<file path="src/rtl/core/tcc_pkg.sv">
// Shared types, codes and constants for the text console cursor.
`default_nettype none
package tcc_pkg;

	localparam int unsigned TAB_STOP = 8;

	localparam int unsigned COORD_W = 15;
	localparam int unsigned COL_W   = 9;
	localparam int unsigned ROW_W   = 8;
	localparam int unsigned CHAR_W  = 8;
	localparam int unsigned CFG_IDX_W  = 3;
	localparam int unsigned CFG_DATA_W = 11;
	localparam int unsigned OUT_DATA_W = 72;

	// command kinds on tuser
	localparam logic CMD_GLYPH = 1'b0;
	localparam logic CMD_FILL  = 1'b1;

	// register indexes
	localparam logic [CFG_IDX_W-1:0] REG_WINDOW_LEFT     = 3'd0;
	localparam logic [CFG_IDX_W-1:0] REG_WINDOW_TOP      = 3'd1;
	localparam logic [CFG_IDX_W-1:0] REG_WINDOW_WIDTH_PX = 3'd2;
	localparam logic [CFG_IDX_W-1:0] REG_GLYPH_WIDTH     = 3'd3;
	localparam logic [CFG_IDX_W-1:0] REG_GLYPH_HEIGHT    = 3'd4;
	localparam logic [CFG_IDX_W-1:0] REG_LINE_COUNT      = 3'd5;
	localparam logic [CFG_IDX_W-1:0] REG_CHARS_PER_LINE  = 3'd6;

	// control characters
	localparam logic [CHAR_W-1:0] CH_BEL = 8'd7;
	localparam logic [CHAR_W-1:0] CH_BS  = 8'd8;
	localparam logic [CHAR_W-1:0] CH_TAB = 8'd9;
	localparam logic [CHAR_W-1:0] CH_LF  = 8'd10;
	localparam logic [CHAR_W-1:0] CH_VT  = 8'd11;
	localparam logic [CHAR_W-1:0] CH_FF  = 8'd12;
	localparam logic [CHAR_W-1:0] CH_CR  = 8'd13;

	typedef struct packed {
		logic [9:0]  window_left;
		logic [9:0]  window_top;
		logic [10:0] window_width_px;
		logic [5:0]  glyph_width;
		logic [6:0]  glyph_height;
		logic [7:0]  line_count;
		logic [7:0]  chars_per_line;
	} cfg_t;

	// one pending command, before coordinates are worked out
	typedef struct packed {
		logic              kind;
		logic [COL_W-1:0]  col;
		logic [ROW_W-1:0]  row;
		logic [CHAR_W-1:0] glyph;
	} desc_t;

	typedef struct packed {
		logic  valid;   // at least one command
		logic  two;     // two commands
		desc_t first;
		desc_t second;
	} item_t;

endpackage
`default_nettype wire

</file>
<file path="src/rtl/core/tcc_config.sv">
// Configuration register file of the text console cursor.
`default_nettype none
module tcc_config
	import tcc_pkg::*;
(
	input  wire logic                  clk,
	input  wire logic                  arst_n,
	input  wire logic                  cfg_valid,
	output logic                       cfg_ready,
	input  wire logic [CFG_IDX_W-1:0]  cfg_index,
	input  wire logic [CFG_DATA_W-1:0] cfg_data,
	output cfg_t                       cfg
);

	cfg_t cfg_q;

	assign cfg_ready = 1'b1;
	assign cfg       = cfg_q;

	always_ff @(posedge clk or negedge arst_n) begin
		if (!arst_n) begin
			cfg_q.window_left     <= 10'd0;
			cfg_q.window_top      <= 10'd240;
			cfg_q.window_width_px <= 11'd240;
			cfg_q.glyph_width     <= 6'd6;
			cfg_q.glyph_height    <= 7'd12;
			cfg_q.line_count      <= 8'd8;
			cfg_q.chars_per_line  <= 8'd40;
		end else if (cfg_valid) begin
			unique case (cfg_index)
				REG_WINDOW_LEFT:     cfg_q.window_left     <= cfg_data[9:0];
				REG_WINDOW_TOP:      cfg_q.window_top      <= cfg_data[9:0];
				REG_WINDOW_WIDTH_PX: cfg_q.window_width_px <= cfg_data[10:0];
				REG_GLYPH_WIDTH:     cfg_q.glyph_width     <= cfg_data[5:0];
				REG_GLYPH_HEIGHT:    cfg_q.glyph_height    <= cfg_data[6:0];
				REG_LINE_COUNT:      cfg_q.line_count      <= cfg_data[7:0];
				REG_CHARS_PER_LINE:  cfg_q.chars_per_line  <= cfg_data[7:0];
				default: ;
			endcase
		end
	end

endmodule
`default_nettype wire

</file>
<file path="src/rtl/core/tcc_cursor.sv">
// Cursor state and per-character command decode.
`default_nettype none
module tcc_cursor
	import tcc_pkg::*;
(
	input  wire logic              clk,
	input  wire logic              arst_n,
	input  cfg_t                   cfg,
	input  wire logic              accept,
	input  wire logic [CHAR_W-1:0] char_code,
	output item_t                  item
);

	logic [COL_W-1:0] col_q, col_a, col_d;
	logic [ROW_W-1:0] row_q, row_a, row_d;
	logic             force_nl;
	logic             has_act;
	desc_t            act, fill_a;

	function automatic logic [ROW_W-1:0] next_row(input logic [ROW_W-1:0] r,
		input logic [7:0] lc);
		logic [ROW_W:0] inc;
		inc = {1'b0, r} + 9'd1;
		return (inc >= {1'b0, lc}) ? '0 : inc[ROW_W-1:0];
	endfunction

	always_comb begin
		force_nl = col_q >= {1'b0, cfg.chars_per_line};
		col_a    = force_nl ? '0 : col_q;
		row_a    = force_nl ? next_row(row_q, cfg.line_count) : row_q;

		fill_a.kind  = CMD_FILL;
		fill_a.col   = '0;
		fill_a.row   = row_a;
		fill_a.glyph = '0;

		has_act   = 1'b0;
		act.kind  = CMD_GLYPH;
		act.col   = col_a;
		act.row   = row_a;
		act.glyph = char_code;
		col_d     = col_a;
		row_d     = row_a;

		unique case (char_code)
			CH_BEL, CH_VT, CH_FF: ;
			CH_BS: begin
				if (col_a != '0) col_d = col_a - 9'd1;
			end
			CH_TAB: begin
				col_d = COL_W'((col_a / TAB_STOP + 1) * TAB_STOP);
			end
			CH_LF, CH_CR: begin
				has_act   = 1'b1;
				row_d     = next_row(row_a, cfg.line_count);
				col_d     = '0;
				act.kind  = CMD_FILL;
				act.col   = '0;
				act.row   = row_d;
				act.glyph = '0;
			end
			default: begin
				has_act = 1'b1;
				col_d   = col_a + 9'd1;
			end
		endcase

		item.valid  = force_nl | has_act;
		item.two    = force_nl & has_act;
		item.first  = force_nl ? fill_a : act;
		item.second = act;
	end

	always_ff @(posedge clk or negedge arst_n) begin
		if (!arst_n) begin
			col_q <= '0;
			row_q <= '0;
		end else if (accept) begin
			col_q <= col_d;
			row_q <= row_d;
		end
	end

endmodule
`default_nettype wire

</file>
<file path="src/rtl/core/tcc_emit.sv">
// Command slot register, coordinate arithmetic and output register.
`default_nettype none
module tcc_emit
	import tcc_pkg::*;
(
	input  wire logic                  clk,
	input  wire logic                  arst_n,
	input  cfg_t                       cfg,
	input  wire logic                  in_valid,
	input  item_t                      in_item,
	output logic                       in_ready,
	output logic                       out_valid,
	input  wire logic                  out_ready,
	output logic [OUT_DATA_W-1:0]      out_data,
	output logic                       out_kind,
	output logic                       out_last
);

	logic             valid_s1;
	logic             two_s1;
	logic             idx_s1;
	desc_t            desc_s1 [2];

	logic             out_valid_q;
	logic             kind_q, last_q;
	logic [COORD_W-1:0] x0_q, y0_q, x1_q, y1_q;
	logic [CHAR_W-1:0]  glyph_q;

	logic             load, take, slot_last, accept;
	desc_t            d;
	logic [COORD_W-1:0] prod_x, prod_y;
	logic [16:0]      gx, gy, fy1, fx1;

	assign load      = !out_valid_q || out_ready;
	assign take      = valid_s1 && load;
	assign slot_last = !two_s1 || idx_s1;
	assign in_ready  = !valid_s1 || (take && slot_last);
	assign accept    = in_valid && in_ready;

	always_comb begin
		d      = desc_s1[idx_s1];
		prod_x = COORD_W'(d.col * cfg.glyph_width);
		prod_y = COORD_W'(d.row * cfg.glyph_height);
		gx     = 17'(prod_x) + 17'(cfg.window_left);
		gy     = 17'(prod_y) + 17'(cfg.window_top);
		fy1    = gy + 17'(cfg.glyph_height);
		fx1    = 17'(cfg.window_left) + 17'(cfg.window_width_px);
	end

	always_ff @(posedge clk or negedge arst_n) begin
		if (!arst_n) begin
			valid_s1 <= 1'b0;
			idx_s1   <= 1'b0;
		end else begin
			if (accept && in_item.valid) begin
				valid_s1 <= 1'b1;
				idx_s1   <= 1'b0;
			end else if (take && slot_last) begin
				valid_s1 <= 1'b0;
			end else if (take) begin
				idx_s1 <= 1'b1;
			end
		end
	end

	always_ff @(posedge clk) begin
		if (accept && in_item.valid) begin
			two_s1     <= in_item.two;
			desc_s1[0] <= in_item.first;
			desc_s1[1] <= in_item.second;
		end
	end

	always_ff @(posedge clk or negedge arst_n) begin
		if (!arst_n) begin
			out_valid_q <= 1'b0;
		end else if (load) begin
			out_valid_q <= valid_s1;
		end
	end

	always_ff @(posedge clk) begin
		if (take) begin
			kind_q  <= d.kind;
			last_q  <= slot_last;
			y0_q    <= gy[COORD_W-1:0];
			if (d.kind == CMD_FILL) begin
				x0_q    <= COORD_W'(cfg.window_left);
				x1_q    <= fx1[COORD_W-1:0];
				y1_q    <= fy1[COORD_W-1:0];
				glyph_q <= '0;
			end else begin
				x0_q    <= gx[COORD_W-1:0];
				x1_q    <= '0;
				y1_q    <= '0;
				glyph_q <= d.glyph;
			end
		end
	end

	assign out_valid = out_valid_q;
	assign out_kind  = kind_q;
	assign out_last  = last_q;
	assign out_data  = {4'd0, glyph_q, y1_q, x1_q, y0_q, x0_q};

endmodule
`default_nettype wire

</file>
<file path="src/rtl/core/text_console_cursor_top.sv">
// Text console cursor: character stream in, glyph and row-clear commands out.
//
// s_axis carries one character byte per transaction. The cursor column and
// row are updated in the cycle a character is accepted; control codes are
// interpreted (backspace, tab, line feed, carriage return; bell, vertical tab
// and form feed are ignored). Each character yields zero, one or two commands
// on m_axis: an automatic newline's row clear when the line is full, then a
// glyph draw or a row clear. tlast marks the last command of one character.
// Each command passes through the slot register, then the output register. One
// command leaves per cycle while m_axis_tready is high, so printable characters
// stream at one per cycle; a character with two commands holds the slot register
// until its second one is taken. Characters producing no command emit nothing.
// When the receiver stalls, the output register holds its command, the slot
// register holds the next one, and s_axis_tready drops once both are full.
// Reset puts the cursor at column 0, row 0 and loads the default window
// registers; the config port accepts a write every cycle and must only be
// used while no commands are pending.
`default_nettype none
module text_console_cursor_top
	import tcc_pkg::*;
(
	input  wire logic                  clk,
	input  wire logic                  arst_n,
	input  wire logic                  s_axis_tvalid,
	output logic                       s_axis_tready,
	input  wire logic [7:0]            s_axis_tdata,  // [7:0] char_code
	output logic                       m_axis_tvalid,
	input  wire logic                  m_axis_tready,
	// [14:0] x_start, [29:15] y_start, [44:30] x_end, [59:45] y_end,
	// [67:60] glyph_code, [71:68] zero
	output logic [OUT_DATA_W-1:0]      m_axis_tdata,
	output logic [0:0]                 m_axis_tuser,  // [0] cmd_kind
	output logic                       m_axis_tlast,  // last_of_run
	input  wire logic                  cfg_valid,
	output logic                       cfg_ready,
	input  wire logic [CFG_IDX_W-1:0]  cfg_index,
	input  wire logic [CFG_DATA_W-1:0] cfg_data
);

	cfg_t  cfg;
	item_t item;
	logic  in_ready;
	logic  kind;

	tcc_config u_config (
		.clk       (clk),
		.arst_n    (arst_n),
		.cfg_valid (cfg_valid),
		.cfg_ready (cfg_ready),
		.cfg_index (cfg_index),
		.cfg_data  (cfg_data),
		.cfg       (cfg)
	);

	tcc_cursor u_cursor (
		.clk       (clk),
		.arst_n    (arst_n),
		.cfg       (cfg),
		.accept    (s_axis_tvalid && in_ready),
		.char_code (s_axis_tdata),
		.item      (item)
	);

	tcc_emit u_emit (
		.clk       (clk),
		.arst_n    (arst_n),
		.cfg       (cfg),
		.in_valid  (s_axis_tvalid),
		.in_item   (item),
		.in_ready  (in_ready),
		.out_valid (m_axis_tvalid),
		.out_ready (m_axis_tready),
		.out_data  (m_axis_tdata),
		.out_kind  (kind),
		.out_last  (m_axis_tlast)
	);

	assign s_axis_tready = in_ready;
	assign m_axis_tuser  = kind;

endmodule
`default_nettype wire

</file>
<file path="config.mk">
export PLATFORM = sky130hd
export DESIGN_NAME = text_console_cursor_top
export DESIGN_NICKNAME = d
export VERILOG_FILES = /design/src/rtl/core/tcc_pkg.sv /design/src/rtl/core/tcc_config.sv /design/src/rtl/core/tcc_cursor.sv /design/src/rtl/core/tcc_emit.sv /design/src/rtl/core/text_console_cursor_top.sv
export SDC_FILE = /design/constraint.sdc
export NUM_CORES = 1
export LEC_CHECK = 0
export BUFFER_PORTS_ARGS = -buffer_cell sky130_fd_sc_hd__buf_2
export CORE_MARGIN = 4
export CORE_UTILIZATION = 55
export CTS_BUF_LIST = sky130_fd_sc_hd__clkbuf_16
export CTS_CLUSTER_SIZE = 12
export DETAILED_ROUTE_END_ITERATION = 8
export MAX_ROUTING_LAYER = met4
export PLACE_DENSITY = 0.74
export SETUP_SLACK_MARGIN = 0.5
export SYNTH_ARGS = -nofsm -noshare
export SYNTH_HDL_FRONTEND = slang
export SYNTH_SLANG_ARGS = --single-unit
</file>
<file path="constraint.sdc">
create_clock -name clk -period 17.8 [get_ports clk]
set_input_delay 0.89 -clock clk [delete_from_list [all_inputs] [get_ports clk]]
set_output_delay 0.89 -clock clk [all_outputs]
set_load 0.005 [all_outputs]
</file>
==> results.sh, run 1 <==
export IMPL_grt_pass1_vias=10182
export IMPL_relSlewSlack_pct=32.1
export IMPL_gp_congestion=0.913
export IMPL_drtIter0Drc=861
export IMPL_finalCriticalPeriod_ns=6.45
export IMPL_h_tree_depth=4
export IMPL_setup_viol=0
export IMPL_start_kind="register"
export IMPL_ctsResizeCount=0
export IMPL_post_drt_wl_per_cell_um=17.2
export IMPL_endpoint_kind="register"
export IMPL_hold_viol=0
export IMPL_synth_area_per_cell_um2=10.4
export IMPL_die_w_um=170
export IMPL_drive_above_1_share_pct=16.2
export IMPL_clk_pin_slew_ns=0.07
export IMPL_synth_seq_cells=200
export IMPL_synth_warnings=0
export IMPL_status="finished, final reports clean"
export IMPL_grt_ovfl_total=0
export IMPL_cp_required_ns=18.10
export IMPL_area_growth_syn_to_layout_pct=9.05
export IMPL_tns_ns=0
export IMPL_drv_cap=0
export IMPL_drt_first_pass_iters=5
export IMPL_ys_types=85
export IMPL_groute_usage_overall_pct=22.9
export IMPL_cts_setup_buffers=0
export IMPL_fillers=2117
export IMPL_synth_main_ff_cell="edfxtp_1"
export IMPL_yosysSeqAreaShare_pct=38.9
export IMPL_cts_sinks=200
export IMPL_rsz0062_at_grt="no"
export IMPL_syn_instance_count=1388
export IMPL_clk_latency_ns=0.44
export IMPL_drcViolationCount=0
export IMPL_period_share_pct=36.2
export IMPL_dieArea_mm2=0.0289
export IMPL_cts_max_path_buffers=2
export IMPL_ys_async_sr_fraction_pct=40.0
export IMPL_cts_tree="built"
export IMPL_synth_area_mm2=0.0145
export IMPL_crit_type="reg2reg"
export IMPL_synth_edff_count=120
export IMPL_netlist_area_leader_share_pct=24.9
export IMPL_core_area_mm2=0.0260
export IMPL_slew_viol_final=0
export IMPL_ant_nets=0
export IMPL_nets=1676
export IMPL_cp_arrival_ns=6.74
export IMPL_clock_skew_final_ns=0.0179
export IMPL_grt_max_degree=62
export IMPL_start_util_pct=55.6
export IMPL_vias_per_cell=5.66
export IMPL_fmax_ghz=0.155
export IMPL_crit_fanout=9
export IMPL_pin_count=104
export IMPL_dp_hpwl_um=23000
export IMPL_holdBufCountCts=0
export IMPL_synthTopCellsByCount="150 x inv_1, 133 x nand2_1, 120 x edfxtp_1, 114 x ha_1, 77 x fa_1"
export IMPL_die_h_um=170
export IMPL_cts_root_buf="clkbuf_16"
export IMPL_antenna_found_initial=2
export IMPL_netlist_top_cells_area="edfxtp_1 25%, dfrtp_1 11%, fa_1 11%, ha_1 9.9%, mux2_2 5.1%"
export IMPL_yosys_cell_count_top_type="inv_1"
export IMPL_port_buffers=95
export IMPL_num_rows=59
export IMPL_cts_made_buffers=17
export IMPL_dr_total_vias=10236
export IMPL_grt_pass1_wl_um=52100
export IMPL_drt_total_wl_um=31100
export IMPL_hold_class="in2async"
export IMPL_synth_area_leader_cell="edfxtp_1"
export IMPL_worst_pin_slew_ns=1.02
==> kinds of logic (layout without fill, tap and decap cells) <==
group / count (synthesis) / in the layout / synth area share (%)
xor+xnor: 49 / 49 / 2.97
fa+ha+maj: 191 / 191 / 20.5
other cells: 2 / 12 / 0.0519
simple gates: 434 / 434 / 15.3
compound gates: 211 / 211 / 9.88
buf+inv: 215 / 290 / 5.88
flops: 200 / 200 / 38.9
mux: 86 / 86 / 6.53
==> layout by cell type (no fill, tap or decap), types with 9 or more instances in the layout <==
cell type  Yosys  final
mux2i_1       20     19
nand2_1      133    133
nor2_1        71     71
nor3_1        22     22
and3_1        24     24
conb_1         2     10
edfxtp_1     120    120
o21ai_0       53     53
fa_1          77     77
nand2b_1      21     21
buf_2          6     94
a21o_1        12     12
ha_1         114    114
a31oi_1        9      9
nand3_1       24     24
buf_4          9     12
o31ai_1       10     10
dfstp_2       15     15
nand4_1       14     14
clkbuf_16      0     17
dfrtp_1       65     65
mux2_2        66     66
a21oi_1       40     39
nor2b_1       48     48
xnor2_1       26     26
and2_1        38     37
inv_1        150    151
xor2_1        23     23
==> per-layer routing <==
layer  up-vias  GRT usage, %  wire length [um]
li1       4920             -                 -
met2       282          36.1             14300
met5         -             -                 0
met1      5000          32.1             14700
met3        34          2.86              1660
met4         0          5.42               493
==> layout make-up <==
type / instances / area, um2 / area share (%)
multi-input cells: 981 / 8050 / 51.0
flip-flops and latches: 200 / 5620 / 35.7
inverters: 152 / 571 / 3.62
repair buffers: 106 / 561 / 3.56
clock buffers: 17 / 425 / 2.70
well taps: 335 / 419 / 2.66
clock inverters: 15 / 114 / 0.722
diodes: 2 / 5.00 / 0.0317
==> path summary, 6_finish.rpt <==
path	startpoint	to	slack [ns]	cells past startpoint
setup / recovery	u_cursor.row_q[0]$_DFFE_PN0P_	u_emit.desc_s1[0][10]$_DFFE_PP_	11.35	25
hold / removal	arst_n	u_cursor.row_q[5]$_DFFE_PN0P_	0.40	1
setup reg to reg	u_cursor.row_q[0]$_DFFE_PN0P_	u_emit.desc_s1[0][10]$_DFFE_PP_	11.35	25
hold reg to reg	u_cursor.col_q[8]$_DFFE_PN0P_	u_cursor.col_q[8]$_DFFE_PN0P_	0.50	2
max in group asynchronous	arst_n	u_config.cfg[56]$_DFFE_PN0P_	16.37	2
min in group clk	u_cursor.col_q[8]$_DFFE_PN0P_	u_cursor.col_q[8]$_DFFE_PN0P_	0.50	2
==> stage by stage <==
stage	util [%]	worst slack, ns	std cells	hold slack [ns]	cell area, um2
after global routing	60.7	10.76	1808	0.401	15800
final	60.7	11.35	1808	0.397	15800
after CTS	60.7	11.41	1806	0.392	15800
after floorplan	-	11.76	1396	0.448	14500
after global placement	58.6	11.61	1774	0.475	15200
after detailed placement	58.6	11.47	1774	0.483	15200
==> sequential cells by signal (all words and copies together), names as in the netlist <==
signal,count
u_emit.valid_s1,1
u_cursor.col_q,9
u_config.cfg,60
u_emit.y0_q,15
u_emit.idx_s1,1
u_emit.desc_s1,52
u_cursor.row_q,8
u_emit.out_last,1
u_emit.glyph_q,8
u_emit.x0_q,15
u_emit.out_valid,1
u_emit.two_s1,1
u_emit.x1_q,12
u_emit.out_kind,1
u_emit.y1_q,15
==> critical path, cell delays in order (launching register included) <==
cell       delay, ns
dfrtp_1         0.48
and3_1          0.37
nand4_1         0.18
or2_2           0.32
xnor2_1         0.19
ha_1            0.31
and2_4          0.16
a221o_1         0.39
nor2_4          0.23
nand3_1         0.16
o21ai_0         0.41
ha_1            0.38
nand2_1         0.08
o21ai_0         0.17
nand4_1         0.14
o21ai_1         0.29
xor2_1          0.19
ha_1            0.26
a21oi_1         0.13
nor2b_1         0.06
o21ai_0         0.20
o211ai_1        0.16
a211o_1         0.39
a21oi_2         0.29
o2bb2ai_1       0.21
a22o_1          0.17
Power of run 1 is left out: the tool's default activity adds up to more than one toggle a clock period on the data nets, which glitch-free logic cannot reach.
==> run 2, diff against run 1 <==
==> constraint.sdc (replaced) <==
create_clock -name clk -period 6.5 [get_ports clk]
set_input_delay 0.325 -clock clk [delete_from_list [all_inputs] [get_ports clk]]
set_output_delay 0.325 -clock clk [all_outputs]
set_load 0.005 [all_outputs]
==> run 2 against run 1 <==
Sequential cell count unchanged. Global-route usage increased by 0.61 points. Setup slack got worse by 11 ns. Via count increased by 2.5%. Critical path depth decreased by 5. Clock skew increased by 0.0056 ns. Cell count increased by 0.77%. Cell area increased by 2.0%. Sequential share of layout area decreased by 0.65 points. Critical path type unchanged. Largest cell class unchanged.
==> results.sh, run 2 (same netlist as run 1, synthesis figures left out) <==
export IMPL_antenna_found_initial=0
export IMPL_endpoint="u_emit.y1_q[12]$_SDFFCE_PN0P_"
export IMPL_relSlewSlack_pct=20.6
export IMPL_num_rows=59
export IMPL_cts_max_path_buffers=2
export IMPL_port_buffers=95
export IMPL_clk_pin_slew_ns=0.09
export IMPL_die_h_um=170
export IMPL_slew_viol_final=0
export IMPL_hold_viol=0
export IMPL_dp_hpwl_um=23500
export IMPL_start_util_pct=55.6
export IMPL_drt_first_pass_iters=6
export IMPL_vias_per_cell=5.76
export IMPL_cts_tree="built"
export IMPL_crit_chain="buf_4, mux2i_1, buf_4, nand2b_1, fa_1, fa_1, inv_1, fa_1, inv_1, fa_1, inv_1, ha_1, o21a_1, a21oi_2, nor4bb_2, o32ai_1, nor4_2, buf_4, xnor2_1, nor2_1"
export IMPL_drt_total_wl_um=32600
export IMPL_rsz0062_at_grt="no"
export IMPL_r2r_slack_ns=0.68
export IMPL_largest_reg_flops=60
export IMPL_grt_ovfl_total=0
export IMPL_cp_required_ns=6.66
export IMPL_h_tree_depth=4
export IMPL_groute_usage_overall_pct=23.5
export IMPL_cpMaxStageDelayCell="fa_1"
export IMPL_final_cell_mix="150 x inv_1, 133 x nand2_1, 120 x edfxtp_1, 113 x ha_1, 94 x buf_2"
export IMPL_fmax_ghz=0.172
export IMPL_drive_above_1_share_pct=18.4
export IMPL_grt_pass1_vias=10622
export IMPL_finalCriticalPeriod_ns=5.82
export IMPL_utilization_pct=61.9
export IMPL_worst_pin_slew_ns=1.17
export IMPL_grt_max_degree=72
export IMPL_hold_class="in2reg"
export IMPL_tns_ns=0
export IMPL_cts_made_buffers=17
export IMPL_core_area_mm2=0.0260
export IMPL_worstSetupStartpoint="u_emit.idx_s1$_DFFE_PN0P_"
export IMPL_clock_skew_final_ns=0.0235
export IMPL_cts_root_buf="clkbuf_16"
export IMPL_die_w_um=170
export IMPL_r2r_start="u_emit.idx_s1$_DFFE_PN0P_"
export IMPL_post_drt_wl_per_cell_um=17.9
export IMPL_final_common_cell="inv_1"
export IMPL_cp_common_cell="fa_1"
export IMPL_area_growth_syn_to_layout_pct=11.2
export IMPL_endpoint_kind="register"
export IMPL_crit_buf_inv=6
export IMPL_clk_latency_ns=0.45
export IMPL_slowest_delay_ns=0.54
export IMPL_hold_ws_ns=0.0861
export IMPL_grt_pass1_wl_um=53600
export IMPL_diodes=0
export IMPL_drtIter0Drc=797
export IMPL_cp_arrival_ns=5.98
export IMPL_cts_sinks=200
export IMPL_reg2reg_depth=20
export IMPL_gp_congestion=0.908
export IMPL_ant_nets=0
export IMPL_r2r_end="u_emit.y1_q[12]$_SDFFCE_PN0P_"
export IMPL_pin_count=104
export IMPL_status="finished, final reports clean"
export IMPL_setup_viol=0
export IMPL_place_ws_ns=0.403
export IMPL_period_share_pct=89.5
export IMPL_crit_type="reg2reg"
export IMPL_dieArea_mm2=0.0289
export IMPL_start_kind="register"
export IMPL_setup_ws_ns=0.681
export IMPL_nets=1692
export IMPL_drv_cap=0
export IMPL_dr_total_vias=10489
export IMPL_drcViolationCount=0
export IMPL_crit_fanout=7
export IMPL_cp_num_cells=20
export IMPL_crit_family="adder cells"
## run 2: cell types whose count changed in the layout (fill, tap and decap cells not counted), moves of 3 or more
cell      delta
dfrtp_1      -4
dfrtp_2      +4
inv_6        -3
clkinv_2     -3
clkinv_4     +3
clkinv_8     +3
o21ai_0      -6
o21ai_1      +4
buf_4       +13
## run 2: routing by layer
metal | global-route usage, % | wire length, um | vias up
met5 | - | 0 | -
met4 | 5.80 | 442 | 0
met3 | 3.76 | 2070 | 48
met2 | 37.9 | 15500 | 353
met1 | 31.6 | 14500 | 5131
li1 | - | - | 4957
## run 2: layout make-up
type | count | area [um2]
clock inverters | 15 | 193
fillers | 2112 | 9910
repair buffers | 122 | 693
well taps | 335 | 419
clock buffers | 17 | 425
flip-flops and latches | 200 | 5630
inverters | 152 | 571
multi-input cells | 981 | 8140
## run 2: how the worst min path moves through the flow
stage | end | slack, ns | cells past startpoint | from
after detailed placement | u_cursor.row_q[4]$_DFFE_PN0P_ | 0.18 | 1 | arst_n
after global routing | u_emit.desc_s1[1][5]$_DFFE_PP_ | 0.09 | 1 | s_axis_tdata[5]
after global placement | u_cursor.row_q[4]$_DFFE_PN0P_ | 0.17 | 1 | arst_n
final | u_emit.desc_s1[1][5]$_DFFE_PP_ | 0.09 | 1 | s_axis_tdata[5]
after floorplan | u_config.cfg[0]$_DFFE_PN0P_ | 0.03 | 0 | arst_n
after CTS | u_emit.desc_s1[1][5]$_DFFE_PP_ | 0.08 | 1 | s_axis_tdata[5]
## run 2: timing repair
action	4_1_cts	5_1_grt
buffers inserted	1	7
hold buffers	1	0
pin swaps	1	3
gates cloned	0	0
hold endpoints to repair	9	0
setup endpoints to repair	21	28
gates resized for setup	5	23
## run 2: through the flow
step | area [um2] | cells
after floorplan | 14500 | 1396
after global placement | 15300 | 1781
after detailed placement | 15300 | 1781
after CTS | 15900 | 1815
after global routing | 16100 | 1822
final | 16100 | 1822
Power of run 2 is left out for the same reason.
==> run 3, diff against run 2 <==
--- a/config.mk
+++ b/config.mk
@@ -5,14 +5,18 @@
 export SDC_FILE = /design/constraint.sdc
 export NUM_CORES = 1
 export LEC_CHECK = 0
+export ABC_CLOCK_PERIOD_IN_PS = 6500
 export BUFFER_PORTS_ARGS = -buffer_cell sky130_fd_sc_hd__buf_2
+export CELL_PAD_IN_SITES_DETAIL_PLACEMENT = 2
+export CELL_PAD_IN_SITES_GLOBAL_PLACEMENT = 2
+export CORE_ASPECT_RATIO = 0.9
 export CORE_MARGIN = 4
-export CORE_UTILIZATION = 55
+export CORE_UTILIZATION = 41
 export CTS_BUF_LIST = sky130_fd_sc_hd__clkbuf_16
 export CTS_CLUSTER_SIZE = 12
 export DETAILED_ROUTE_END_ITERATION = 8
 export MAX_ROUTING_LAYER = met4
-export PLACE_DENSITY = 0.74
+export PLACE_DENSITY_LB_ADDON = 0.1
 export SETUP_SLACK_MARGIN = 0.5
 export SYNTH_ARGS = -nofsm -noshare
 export SYNTH_HDL_FRONTEND = slang
==> run 3 against run 2 <==
Cell area increased by 1.8%. Worst hold slack got worse by 0.014 ns. First-iteration DRC count decreased by 34%. Die area increased by 32%. Utilization decreased by 14 points. Sequential cell count unchanged. Fmax increased by 0.10%. Critical path depth increased by 5. Setup slack improved by 0.0060 ns. Sequential share of layout area decreased by 0.61 points.
==> results.sh, run 3 (same netlist as run 1, synthesis figures left out) <==
export IMPL_cp_arrival_ns=6.02
export IMPL_design_area_mm2=0.0164
export IMPL_drcViolationCount=0
export IMPL_status="finished, final reports clean"
export IMPL_ant_nets=0
export IMPL_clock_skew_final_ns=0.0179
export IMPL_nets=1702
export IMPL_core_area_mm2=0.0344
export IMPL_hold_class="in2reg"
export IMPL_crit_type="reg2reg"
export IMPL_cts_sinks=200
export IMPL_groute_usage_overall_pct=23.2
export IMPL_crit_fanout=7
export IMPL_final_common_cell="inv_1"
export IMPL_drv_cap=0
export IMPL_worst_pin_slew_ns=1.17
export IMPL_fmax_ghz=0.172
export IMPL_cp_common_cell="nand4_1"
export IMPL_port_buffers=95
export IMPL_rsz0062_at_grt="no"
export IMPL_period_share_pct=89.4
export IMPL_antenna_found_initial=2
export IMPL_h_tree_depth=4
export IMPL_drt_first_pass_iters=5
export IMPL_start_util_pct=42.1
export IMPL_fillers=3582
export IMPL_dieArea_mm2=0.0383
export IMPL_drtIter0Drc=527
export IMPL_drive_above_1_share_pct=19.6
export IMPL_slowest_delay_ns=0.44
export IMPL_cts_root_buf="clkbuf_16"
export IMPL_endpoint_kind="register"
export IMPL_dr_total_vias=10712
export IMPL_pin_count=104
export IMPL_grt_pass1_wl_um=67300
export IMPL_area_growth_syn_to_layout_pct=13.1
export IMPL_hold_viol=0
export IMPL_gp_congestion=0.849
export IMPL_finalCriticalPeriod_ns=5.81
export IMPL_drt_total_wl_um=42200
export IMPL_die_w_um=206
export IMPL_cp_required_ns=6.70
export IMPL_grt_pass1_vias=11881
export IMPL_relSlewSlack_pct=21.7
export IMPL_vias_per_cell=5.46
export IMPL_cts_max_path_buffers=2
export IMPL_clk_latency_ns=0.47
export IMPL_grt_max_degree=63
export IMPL_cts_made_buffers=17
export IMPL_final_cell_mix="151 x inv_1, 133 x nand2_1, 120 x edfxtp_1, 111 x ha_1, 94 x buf_2"
export IMPL_grt_ovfl_total=0
export IMPL_placed_area_mm2=0.0155
export IMPL_tns_ns=0
export IMPL_setup_viol=0
export IMPL_cpMaxStageDelayCell="dfrtp_2"
export IMPL_num_rows=64
export IMPL_clk_pin_slew_ns=0.08
export IMPL_die_h_um=186
export IMPL_start_kind="register"
export IMPL_slew_viol_final=0
export IMPL_cts_tree="built"
export IMPL_largest_reg_flops=60
export IMPL_post_drt_wl_per_cell_um=21.5
export IMPL_dp_hpwl_um=31100
-- run 3: critical path: cells and delay by family (launching register included) --
family / cells / cell delay [ns]
compound gates: 9 / 2.09
fa+ha+maj: 3 / 0.90
xor+xnor: 2 / 0.29
simple gates: 10 / 1.69
buf+inv: 1 / 0.16
flops: 1 / 0.44
-- run 3: final cells by class --
class                   count  area [um2]  area share [%]
flip-flops and latches    200        5630            34.4
clock inverters            15         158           0.964
repair buffers            132         756            4.62
diodes                      2        5.00          0.0306
multi-input cells         981        8230            50.3
clock buffers              17         425            2.60
well taps                 462         578            3.53
inverters                 152         571            3.49
-- run 3: stage by stage --
stage / hold WS [ns] / setup slack (ns) / cells / utilization (%)
2_1_floorplan: 0.0294 / 0.622 / 1396 / -
3_3_place_gp: 0.251 / 0.586 / 1913 / 45.0
3_5_place_dp: 0.247 / 0.211 / 1913 / 45.0
4_1_cts: 0.0562 / 0.567 / 1949 / 46.9
5_1_grt: 0.0647 / 0.356 / 1961 / 47.6
6_report: 0.0716 / 0.687 / 1961 / 47.6
-- run 3: worst paths after layout --
| kind | slack (ns) | startpoint | depth (start not counted) | to |
|---|---|---|---|---|
| max in group asynchronous | 5.03 | arst_n | 3 | u_emit.idx_s1$_DFFE_PN0P_ |
| min reg2reg | 0.51 | u_cursor.col_q[8]$_DFFE_PN0P_ | 2 | u_cursor.col_q[8]$_DFFE_PN0P_ |
| max | 0.69 | u_cursor.row_q[2]$_DFFE_PN0P_ | 25 | u_emit.desc_s1[0][9]$_DFFE_PP_ |
| min in group asynchronous | 0.28 | arst_n | 2 | u_cursor.row_q[6]$_DFFE_PN0P_ |
| min | 0.07 | s_axis_tdata[7] | 1 | u_emit.desc_s1[1][7]$_DFFE_PP_ |
| max reg2reg | 0.69 | u_cursor.row_q[2]$_DFFE_PN0P_ | 25 | u_emit.desc_s1[0][9]$_DFFE_PP_ |
-- run 3: repair_timing --
item / in CTS / in global routing
buffers inserted: 3 / 10
hold buffers: 1 / 0
pin swaps: 2 / 9
endpoints found under the hold margin: 18 / 0
gates resized for setup: 10 / 32
endpoints found under the setup margin: 26 / 29
-- run 3: layer usage --
metal / vias up / global-route usage, % / wire [um]
met4: 0 / 5.59 / 514
met2: 160 / 38.9 / 21100
li1: 4973 / - / -
met3: 41 / 2.51 / 1170
met5: - / - / 0
met1: 5538 / 30.6 / 19400
Power of run 3 is left out for the same reason.
